### config.mk
export PLATFORM = sky130hd
export DESIGN_NAME = kfpr_ram
export DESIGN_NICKNAME = d
export VERILOG_FILES = /design/src/rtl/kfpr_ram.sv
export SDC_FILE = /design/constraint.sdc
export NUM_CORES = 1
export LEC_CHECK = 0
export ABC_CLOCK_PERIOD_IN_PS = 1700
export BUFFER_PORTS_ARGS = -buffer_cell sky130_fd_sc_hd__buf_2
export CAP_MARGIN = 40
export CORE_MARGIN = 1.5
export CORE_UTILIZATION = 35
export CTS_BUF_LIST = sky130_fd_sc_hd__clkbuf_16
export CTS_CLUSTER_DIAMETER = 100
export DETAILED_ROUTE_END_ITERATION = 6
export GPL_ROUTABILITY_DRIVEN = 0
export SKIP_CTS_REPAIR_TIMING = 1
export SLEW_MARGIN = 5
export SYNTH_ARGS = -nofsm -noshare
export SYNTH_HDL_FRONTEND = slang
export SYNTH_SLANG_ARGS = --single-unit
### constraint.sdc
create_clock -name clk -period 1.7 [get_ports clk]
set_input_delay 0.17 -clock clk [delete_from_list [all_inputs] [get_ports clk]]
set_output_delay 0.17 -clock clk [all_outputs]
set_load 0.005 [all_outputs]
### src/rtl/kfpr_ram.sv
module kfpr_ram #(
  parameter int WIDTH = 8,
  parameter int DEPTH = 16
) (
  input  logic                     clk,
  input  logic                     wr_en,
  input  logic [$clog2(DEPTH)-1:0] wr_addr,
  input  logic [WIDTH-1:0]         wr_data,
  input  logic [$clog2(DEPTH)-1:0] rd_addr,
  output logic [WIDTH-1:0]         rd_data
);

  logic [WIDTH-1:0] mem [DEPTH];

  always_ff @(posedge clk) begin
    if (wr_en) begin
      mem[wr_addr] <= wr_data;
    end
    rd_data <= mem[rd_addr];
  end

endmodule

==> results.txt, run 1 <==
Synth top area share = 0.747
Worst Hold Class = in2reg
Antenna Cells = 0
Largest area contributor in the netlist = edfxtp_1
CTS H-tree depth = 4
Clock skew = 0.0103 ns
Main flop type after synthesis = edfxtp_1
Routed wire length = 10.2 mm
Utilization after layout = 0.431
Max IR drop VDD = 0.000664 V
Placed Cells = 453
Area Overhead vs Synth = 20.8%
Register area share after synthesis = 0.778
RSZ-0062 raised after global routing = no
Post-DP HPWL = 6.42 mm
Critical Path End Type = register
Post-synth EDFFs = 128
TritonCTS clock tree = built
Post-detailed-route wirelength per cell = 21.1 microns
Slew @ Worst Pin = 0.442 ns
Setup CP Type = reg2reg
Syn Inst Count = 229
Core Region = 0.0144 sq mm
Syn Area/Cell = 22.5 sq um
Initial antenna violation count = 0
Global Route Usage Sum = 0.142
Clk sinks = 136
Fill count = 1,264
Place WS = -0.00455 ns
Die width = 124 microns
# IOs = 26
Ys Warns = 0
Via density = 4.96
Mapped Area = 0.00515 sq mm
Most common cell in the netlist = edfxtp_1
Die area = 0.0154 sq mm
Tot Pwr = 7.77 mW
Max-slew violation count = 0
First-pass GRT wire length = 15.7 mm
Die Y = 124 microns
CTS root buf = clkbuf_16
Input/output buffers = 25
Post-DRT Antenna Nets = 0
CTS Buffer Depth = 2
First-pass DRT Iterations = 4
Fmax = 0.712 GHz
CTS buffer count = 17
Drt first-iter violations = 214
Syn_nets = 247
Layout cells sized above 1 = 0.318
Row cnt = 44
GR Overflow Total = 0
Initial core utilization = 0.357
Via count = 2,397
Asr flop ratio synth = 0
Seq cells post-synth = 136
Worst-path clk slew = 0.05 ns
Post-synth top cells = edfxtp_1, mux4_2, a22oi_1, mux4_1, nor2_1
Power per cell area = 1250 mW/mm^2
Lkg Pwr = 2.14 nW
Final number of setup-violating endpoints = 0
Layout net count = 306
Number of global-route vias before repair = 2,494
Worst hold slack = 0.138 ns
Clock latency on the worst-skew pair = 0.41 ns
Synth area leaders = edfxtp_1, mux4_2, mux4_1, dfxtp_1, a22oi_1
Fin crit period = 1.40 ns
Req. time, crit path = 1.98 ns
Largest net degree at the start of global routing = 33
Critical Path Start Type = register
Slew margin rel. = 0.705
Final WS setup = 0.295 ns
Final hold violation count = 0
Crit path arrival time = 1.68 ns
Status = finished clean
Max-cap violations = 0
CP Max Fanout = 1
Period utilization = 0.826
Drc violations = 0
Non-Filler Instances = 483
Netlist cell types = 19
## where the power goes
part / switching [mW] / total (mW) / internal, mW
clock network: 1.24 / 3.64 / 2.40
logic: 0.198 / 0.354 / 0.156
registers: 0.0240 / 3.78 / 3.75
total: 1.46 / 7.77 / 6.31
## worst paths after layout
check	cells after the start	from	end	slack, ns
worst max-delay path	3	mem[10][3]	rd_data[3]	0.30
worst min-delay path	1	wr_data[6]	mem[13][6]	0.14
worst max register to register	3	mem[10][3]	rd_data[3]	0.30
worst min register to register	3	mem[15][2]	rd_data[2]	0.68
## routing by layer
metal / global-route usage / up-vias / wire length [microns]
met5: 0 / - / 0
met4: 0.0487 / 0 / 35
met3: 0.0438 / 2 / 505
met2: 0.201 / 65 / 4850
met1: 0.209 / 1244 / 4820
li1: - / 1086 / -
## state kept, by name, summed over array words and instances (netlist names)
| name | cells |
|---|---|
| rd_data | 8 |
| mem | 128 |
## cells by family after synthesis
group | after synthesis | share of synthesized area
compound gates | 16 | 0.0233
buf+inv | 10 | 0.0168
flops | 136 | 0.778
mux | 32 | 0.150
simple gates | 35 | 0.0318
## cell usage in the layout, fill, tap and decap left out
master,instances
or3b_2,1
nand2b_1,2
clkinv_4,1
clkinv_1,2
nor2_1,13
nand3_1,1
mux4_1,14
a22oi_1,16
nand2_1,9
and2b_1,1
buf_12,2
nor3_1,4
nand3b_1,2
buf_2,25
and2_1,1
edfxtp_1,128
buf_4,23
inv_1,2
dfxtp_1,8
bufinv_16,4
clkbuf_16,17
nor2b_1,1
clkinv_2,4
mux4_2,18
## per-stage QoR
stage	instance area [sq um]	setup TNS, ns
2_1_floorplan	5150	0
3_3_place_gp	5630	-0.0160
3_5_place_dp	5630	-0.00455
4_1_cts	6220	0
5_1_grt	6220	0
6_report	6220	0
## critical path: stages, from the launching register on
cell      delay (ns)
edfxtp_1        0.36
mux4_1          0.51
a22oi_1         0.32
nand2_1         0.09
## final cells by class
| class | count | area (sq um) | area share |
|---|---|---|---|
| Sequential cell | 136 | 4000 | 0.644 |
| Clock buffer | 17 | 425 | 0.0684 |
| Clock inverter | 13 | 164 | 0.0264 |
| Timing Repair Buffer | 50 | 338 | 0.0543 |
| Multi-Input combinational cell | 83 | 1060 | 0.170 |
| Tap cell | 184 | 230 | 0.0370 |
Power figures use the tool's default switching activity.
==> run 2, diff against run 1 <==
--- a/config.mk
+++ b/config.mk
@@ -5,7 +5,7 @@
 export SDC_FILE = /design/constraint.sdc
 export NUM_CORES = 1
 export LEC_CHECK = 0
-export ABC_CLOCK_PERIOD_IN_PS = 1700
+export ABC_CLOCK_PERIOD_IN_PS = 1410
 export BUFFER_PORTS_ARGS = -buffer_cell sky130_fd_sc_hd__buf_2
 export CAP_MARGIN = 40
 export CORE_MARGIN = 1.5
==> constraint.sdc (replaced) <==
create_clock -name clk -period 1.41 [get_ports clk]
set_input_delay 0.141 -clock clk [delete_from_list [all_inputs] [get_ports clk]]
set_output_delay 0.141 -clock clk [all_outputs]
set_load 0.005 [all_outputs]
==> results.txt, run 2 (synthesized netlist as in run 1, its figures left out) <==
Status = finished clean
Post-DP HPWL = 6.50 mm
GRT Max-Usage Layer = met2
Number of global-route vias before repair = 2,627
Worst-path clk slew = 0.06 ns
# IOs = 26
Drc violations = 0
Critical Path End Type = register
GR Overflow Total = 0
CTS buffer count = 17
Post-DRT Antenna Nets = 0
First-pass DRT Iterations = 4
Layout net count = 313
Post-detailed-route wirelength per cell = 19.9 microns
Top Registers = mem (128), rd_data (8)
Die width = 124 microns
CTS Buffer Depth = 2
Clock skew = 0.00517 ns
Worst Hold Class = in2reg
Power per cell area = 1490 mW/mm^2
Slew margin rel. = 0.473
CP Max Fanout = 1
Input/output buffers = 25
Place WS = -0.174 ns
Met2 global-route usage = 0.208
TritonCTS clock tree = built
M1 GR Usage = 0.181
Antenna Cells = 0
Die Y = 124 microns
Final hold violation count = 0
Clk sinks = 136
Lkg Pwr = 2.16 nW
Max-slew violation count = 0
First-pass GRT wire length = 15.2 mm
Clock latency on the worst-skew pair = 0.41 ns
Largest net degree at the start of global routing = 19
Slew @ Worst Pin = 0.789 ns
CTS H-tree depth = 4
Initial core utilization = 0.357
Fin crit period = 1.33 ns
Drt first-iter violations = 158
Core Region = 0.0144 sq mm
Global Route Usage Sum = 0.136
Max reg flops = 128
Final WS setup = 0.0820 ns
Met3 Resource Use GR = 0.0473
Final number of setup-violating endpoints = 0
Fmax = 0.753 GHz
RSZ-0062 raised after global routing = no
Crit path arrival time = 1.61 ns
Most frequent cells in the layout = edfxtp_1, buf_4, buf_2
Row cnt = 44
Commonest non-fill, non-tap cell in the layout = edfxtp_1
Area Overhead vs Synth = 23.3%
Setup CP Type = reg2reg
Max IR drop VDD = 0.00123 V
Period utilization = 0.942
Tot Pwr = 9.46 mW
Max-cap violations = 0
CTS root buf = clkbuf_16
Critical Path Start Type = register
Largest register by flop count = mem
Layout cells sized above 1 = 0.360
Routed wire length = 9.81 mm
Via density = 5.05
Initial antenna violation count = 0
Req. time, crit path = 1.69 ns
Die area = 0.0154 sq mm
Via count = 2,487
==> run 2: cell count changes in the layout (fill, tap and decap cells not counted), sizes merged <==
| cell | before | now |
|---|---|---|
| clkinv | 7 | 4 |
| clkinvlp | 0 | 6 |
| bufinv | 4 | 3 |
| buf | 50 | 57 |
==> run 2: metrics by stage <==
stage / utilization / TNS [ns] / instances / hold slack [ns] / instance area (sq um)
2_1_floorplan: - / 0 / 229 / 0.240 / 5150
3_3_place_gp: 0.397 / -0.935 / 460 / 0.523 / 5720
3_5_place_dp: 0.397 / -0.993 / 460 / 0.520 / 5720
4_1_cts: 0.439 / 0 / 492 / 0.0862 / 6330
5_1_grt: 0.440 / 0 / 492 / 0.0909 / 6350
6_report: 0.440 / 0 / 492 / 0.110 / 6350
==> run 2: report_power, final <==
group / total (mW) / switching, mW / internal [mW]
clock: 4.45 / 1.67 / 2.78
combinational: 0.458 / 0.244 / 0.214
sequential: 4.55 / 0.0306 / 4.52
==> run 2: critical path: stages (launching register included) <==
cell,delay [ns]
edfxtp_1,0.36
mux4_2,0.46
a22oi_1,0.24
nand2_1,0.14
==> run 2: area by class of cell <==
| type | count | area, sq um |
|---|---|---|
| fill | 1246 | 8080 |
| tap | 184 | 230 |
| timing repair buffer | 57 | 428 |
| sequential | 136 | 4000 |
| clock inverter | 15 | 178 |
| multi-input combinational | 83 | 1080 |
| clock buffer | 17 | 425 |
==> run 2: final timing paths <==
| kind | start | end | slack, ns | cells past startpoint |
|---|---|---|---|---|
| worst min register to register | mem[11][2] | rd_data[2] | 0.69 | 3 |
| worst max-delay path | mem[2][4] | rd_data[4] | 0.08 | 3 |
| worst max register to register | mem[2][4] | rd_data[4] | 0.08 | 3 |
| worst min-delay path | wr_data[4] | mem[2][4] | 0.11 | 1 |
==> run 2: metal layers <==
metal  part of all wire  up-vias
met5                  0        -
met4              0.016        0
met3              0.054       17
met2               0.48       69
met1               0.45     1291
li1                   -     1110
==> run 3, diff against run 2 <==
--- a/config.mk
+++ b/config.mk
@@ -14,6 +14,7 @@
 export CTS_CLUSTER_DIAMETER = 100
 export DETAILED_ROUTE_END_ITERATION = 6
 export GPL_ROUTABILITY_DRIVEN = 0
+export MAX_ROUTING_LAYER = met4
 export SKIP_CTS_REPAIR_TIMING = 1
 export SLEW_MARGIN = 5
 export SYNTH_ARGS = -nofsm -noshare
==> results.txt, run 3 (synthesized netlist as in run 1, its figures left out) <==
Clock skew = 0.00629 ns
Commonest non-fill, non-tap cell in the layout = edfxtp_1
Final hold violation count = 0
Most frequent cells in the layout = edfxtp_1, buf_4, buf_2
Die Y = 124 microns
Fill count = 1,246
R2R depth = 3
Antenna Cells = 0
CTS root buf = clkbuf_16
Die width = 124 microns
Drt first-iter violations = 172
Max reg flops = 128
Max-slew violation count = 0
Period utilization = 0.941
Initial antenna violation count = 0
Fin crit period = 1.33 ns
Row cnt = 44
Core Region = 0.0144 sq mm
# IOs = 26
Top Registers = mem (128), rd_data (8)
Post-DRT Antenna Nets = 0
Largest register by flop count = mem
Crit path arrival time = 1.61 ns
Final number of setup-violating endpoints = 0
Utilization after layout = 0.440
First-pass DRT Iterations = 4
Layout net count = 313
Worst Hold Class = in2reg
Hold Startpoint = wr_data[4]
Hold Path End = mem[2][4]
Slew margin rel. = 0.467
Post-DP HPWL = 6.50 mm
Req. time, crit path = 1.69 ns
Flop2flop setup slack = 0.08 ns
CTS buffer count = 17
Clk sinks = 136
Die area = 0.0154 sq mm
RSZ-0062 raised after global routing = no
Setup CP Type = reg2reg
Power per cell area = 1490 mW/mm^2
Placed cell area = 0.00572 sq mm
Lkg Pwr = 2.16 nW
Critical Path End Type = register
Drc violations = 0
Final instance area = 0.00635 sq mm
Initial core utilization = 0.357
Max-cap violations = 0
Via density = 5.05
Number of global-route vias before repair = 2,618
CTS Buffer Depth = 2
GR Overflow Total = 0
Input/output buffers = 25
Worst hold slack = 0.104 ns
Hold depth = 1
Worst-path clk slew = 0.06 ns
CP Max Fanout = 1
Global Route Usage Sum = 0.141
Clock latency on the worst-skew pair = 0.42 ns
CTS H-tree depth = 4
Status = finished clean
Routed wire length = 9.82 mm
Largest net degree at the start of global routing = 19
Layout cells sized above 1 = 0.360
Critical Path Start Type = register
Max IR drop VDD = 0.00123 V
Tot Pwr = 9.46 mW
RR Endpoint = rd_data[4]
First-pass GRT wire length = 15.2 mm
Area Overhead vs Synth = 23.3%
Post-detailed-route wirelength per cell = 20.0 microns
Slew @ Worst Pin = 0.798 ns
TritonCTS clock tree = built
Fmax = 0.754 GHz
Via count = 2,483
FF-to-FF Start = mem[2][4]
## run 3: cell counts in the layout (fill, tap and decap cells not counted)
Identical to the previous run, type by type.
## run 3: worst max-delay path, stage by stage, from the launching register on
cell and delay [ns]:
edfxtp_1 0.36, mux4_2 0.46, a22oi_1 0.24, nand2_1 0.13
## run 3: stage by stage
| stage | std cells | TNS, ns | worst slack (ns) |
|---|---|---|---|
| after floorplan | 229 | 0 | 0.00285 |
| after global routing | 492 | 0 | 0.0349 |
| after CTS | 492 | 0 | 0.0200 |
| after global placement | 460 | -0.935 | -0.192 |
| final | 492 | 0 | 0.0838 |
| after detailed placement | 460 | -0.993 | -0.174 |
## run 3: layer usage
layer,vias to the layer above,wire length (microns),track usage
met1,1297,4440,0.182
met2,62,4720,0.208
met4,0,128,0.0467
li1,1109,-,-
met3,15,529,0.0524
met5,-,0,-
## run 3: worst max path at each step
stage | from | end | slack [ns] | cells after the start
2_1_floorplan | wr_addr[2] | mem[3][0] | 0.003 | 2
3_3_place_gp | rd_addr[0] | rd_data[6] | -0.19 | 6
3_5_place_dp | rd_addr[0] | rd_data[6] | -0.17 | 6
4_1_cts | mem[2][0] | rd_data[0] | 0.02 | 3
5_1_grt | mem[1][1] | rd_data[1] | 0.03 | 3
6_report | mem[2][4] | rd_data[4] | 0.08 | 3
## run 3: power breakdown
part / switching, mW / internal, mW / total (mW)
combinational: 0.243 / 0.214 / 0.457
sequential: 0.0311 / 4.52 / 4.55
clock: 1.67 / 2.78 / 4.45
total: 1.95 / 7.51 / 9.46
## run 3: area by class of cell
type                       instances  area [sq um]  area share
sequential                       136          4000       0.631
multi-input combinational         83          1080       0.171
timing repair buffer              57           428      0.0674
tap                              184           230      0.0363
clock inverter                    15           178      0.0280
clock buffer                      17           425      0.0670
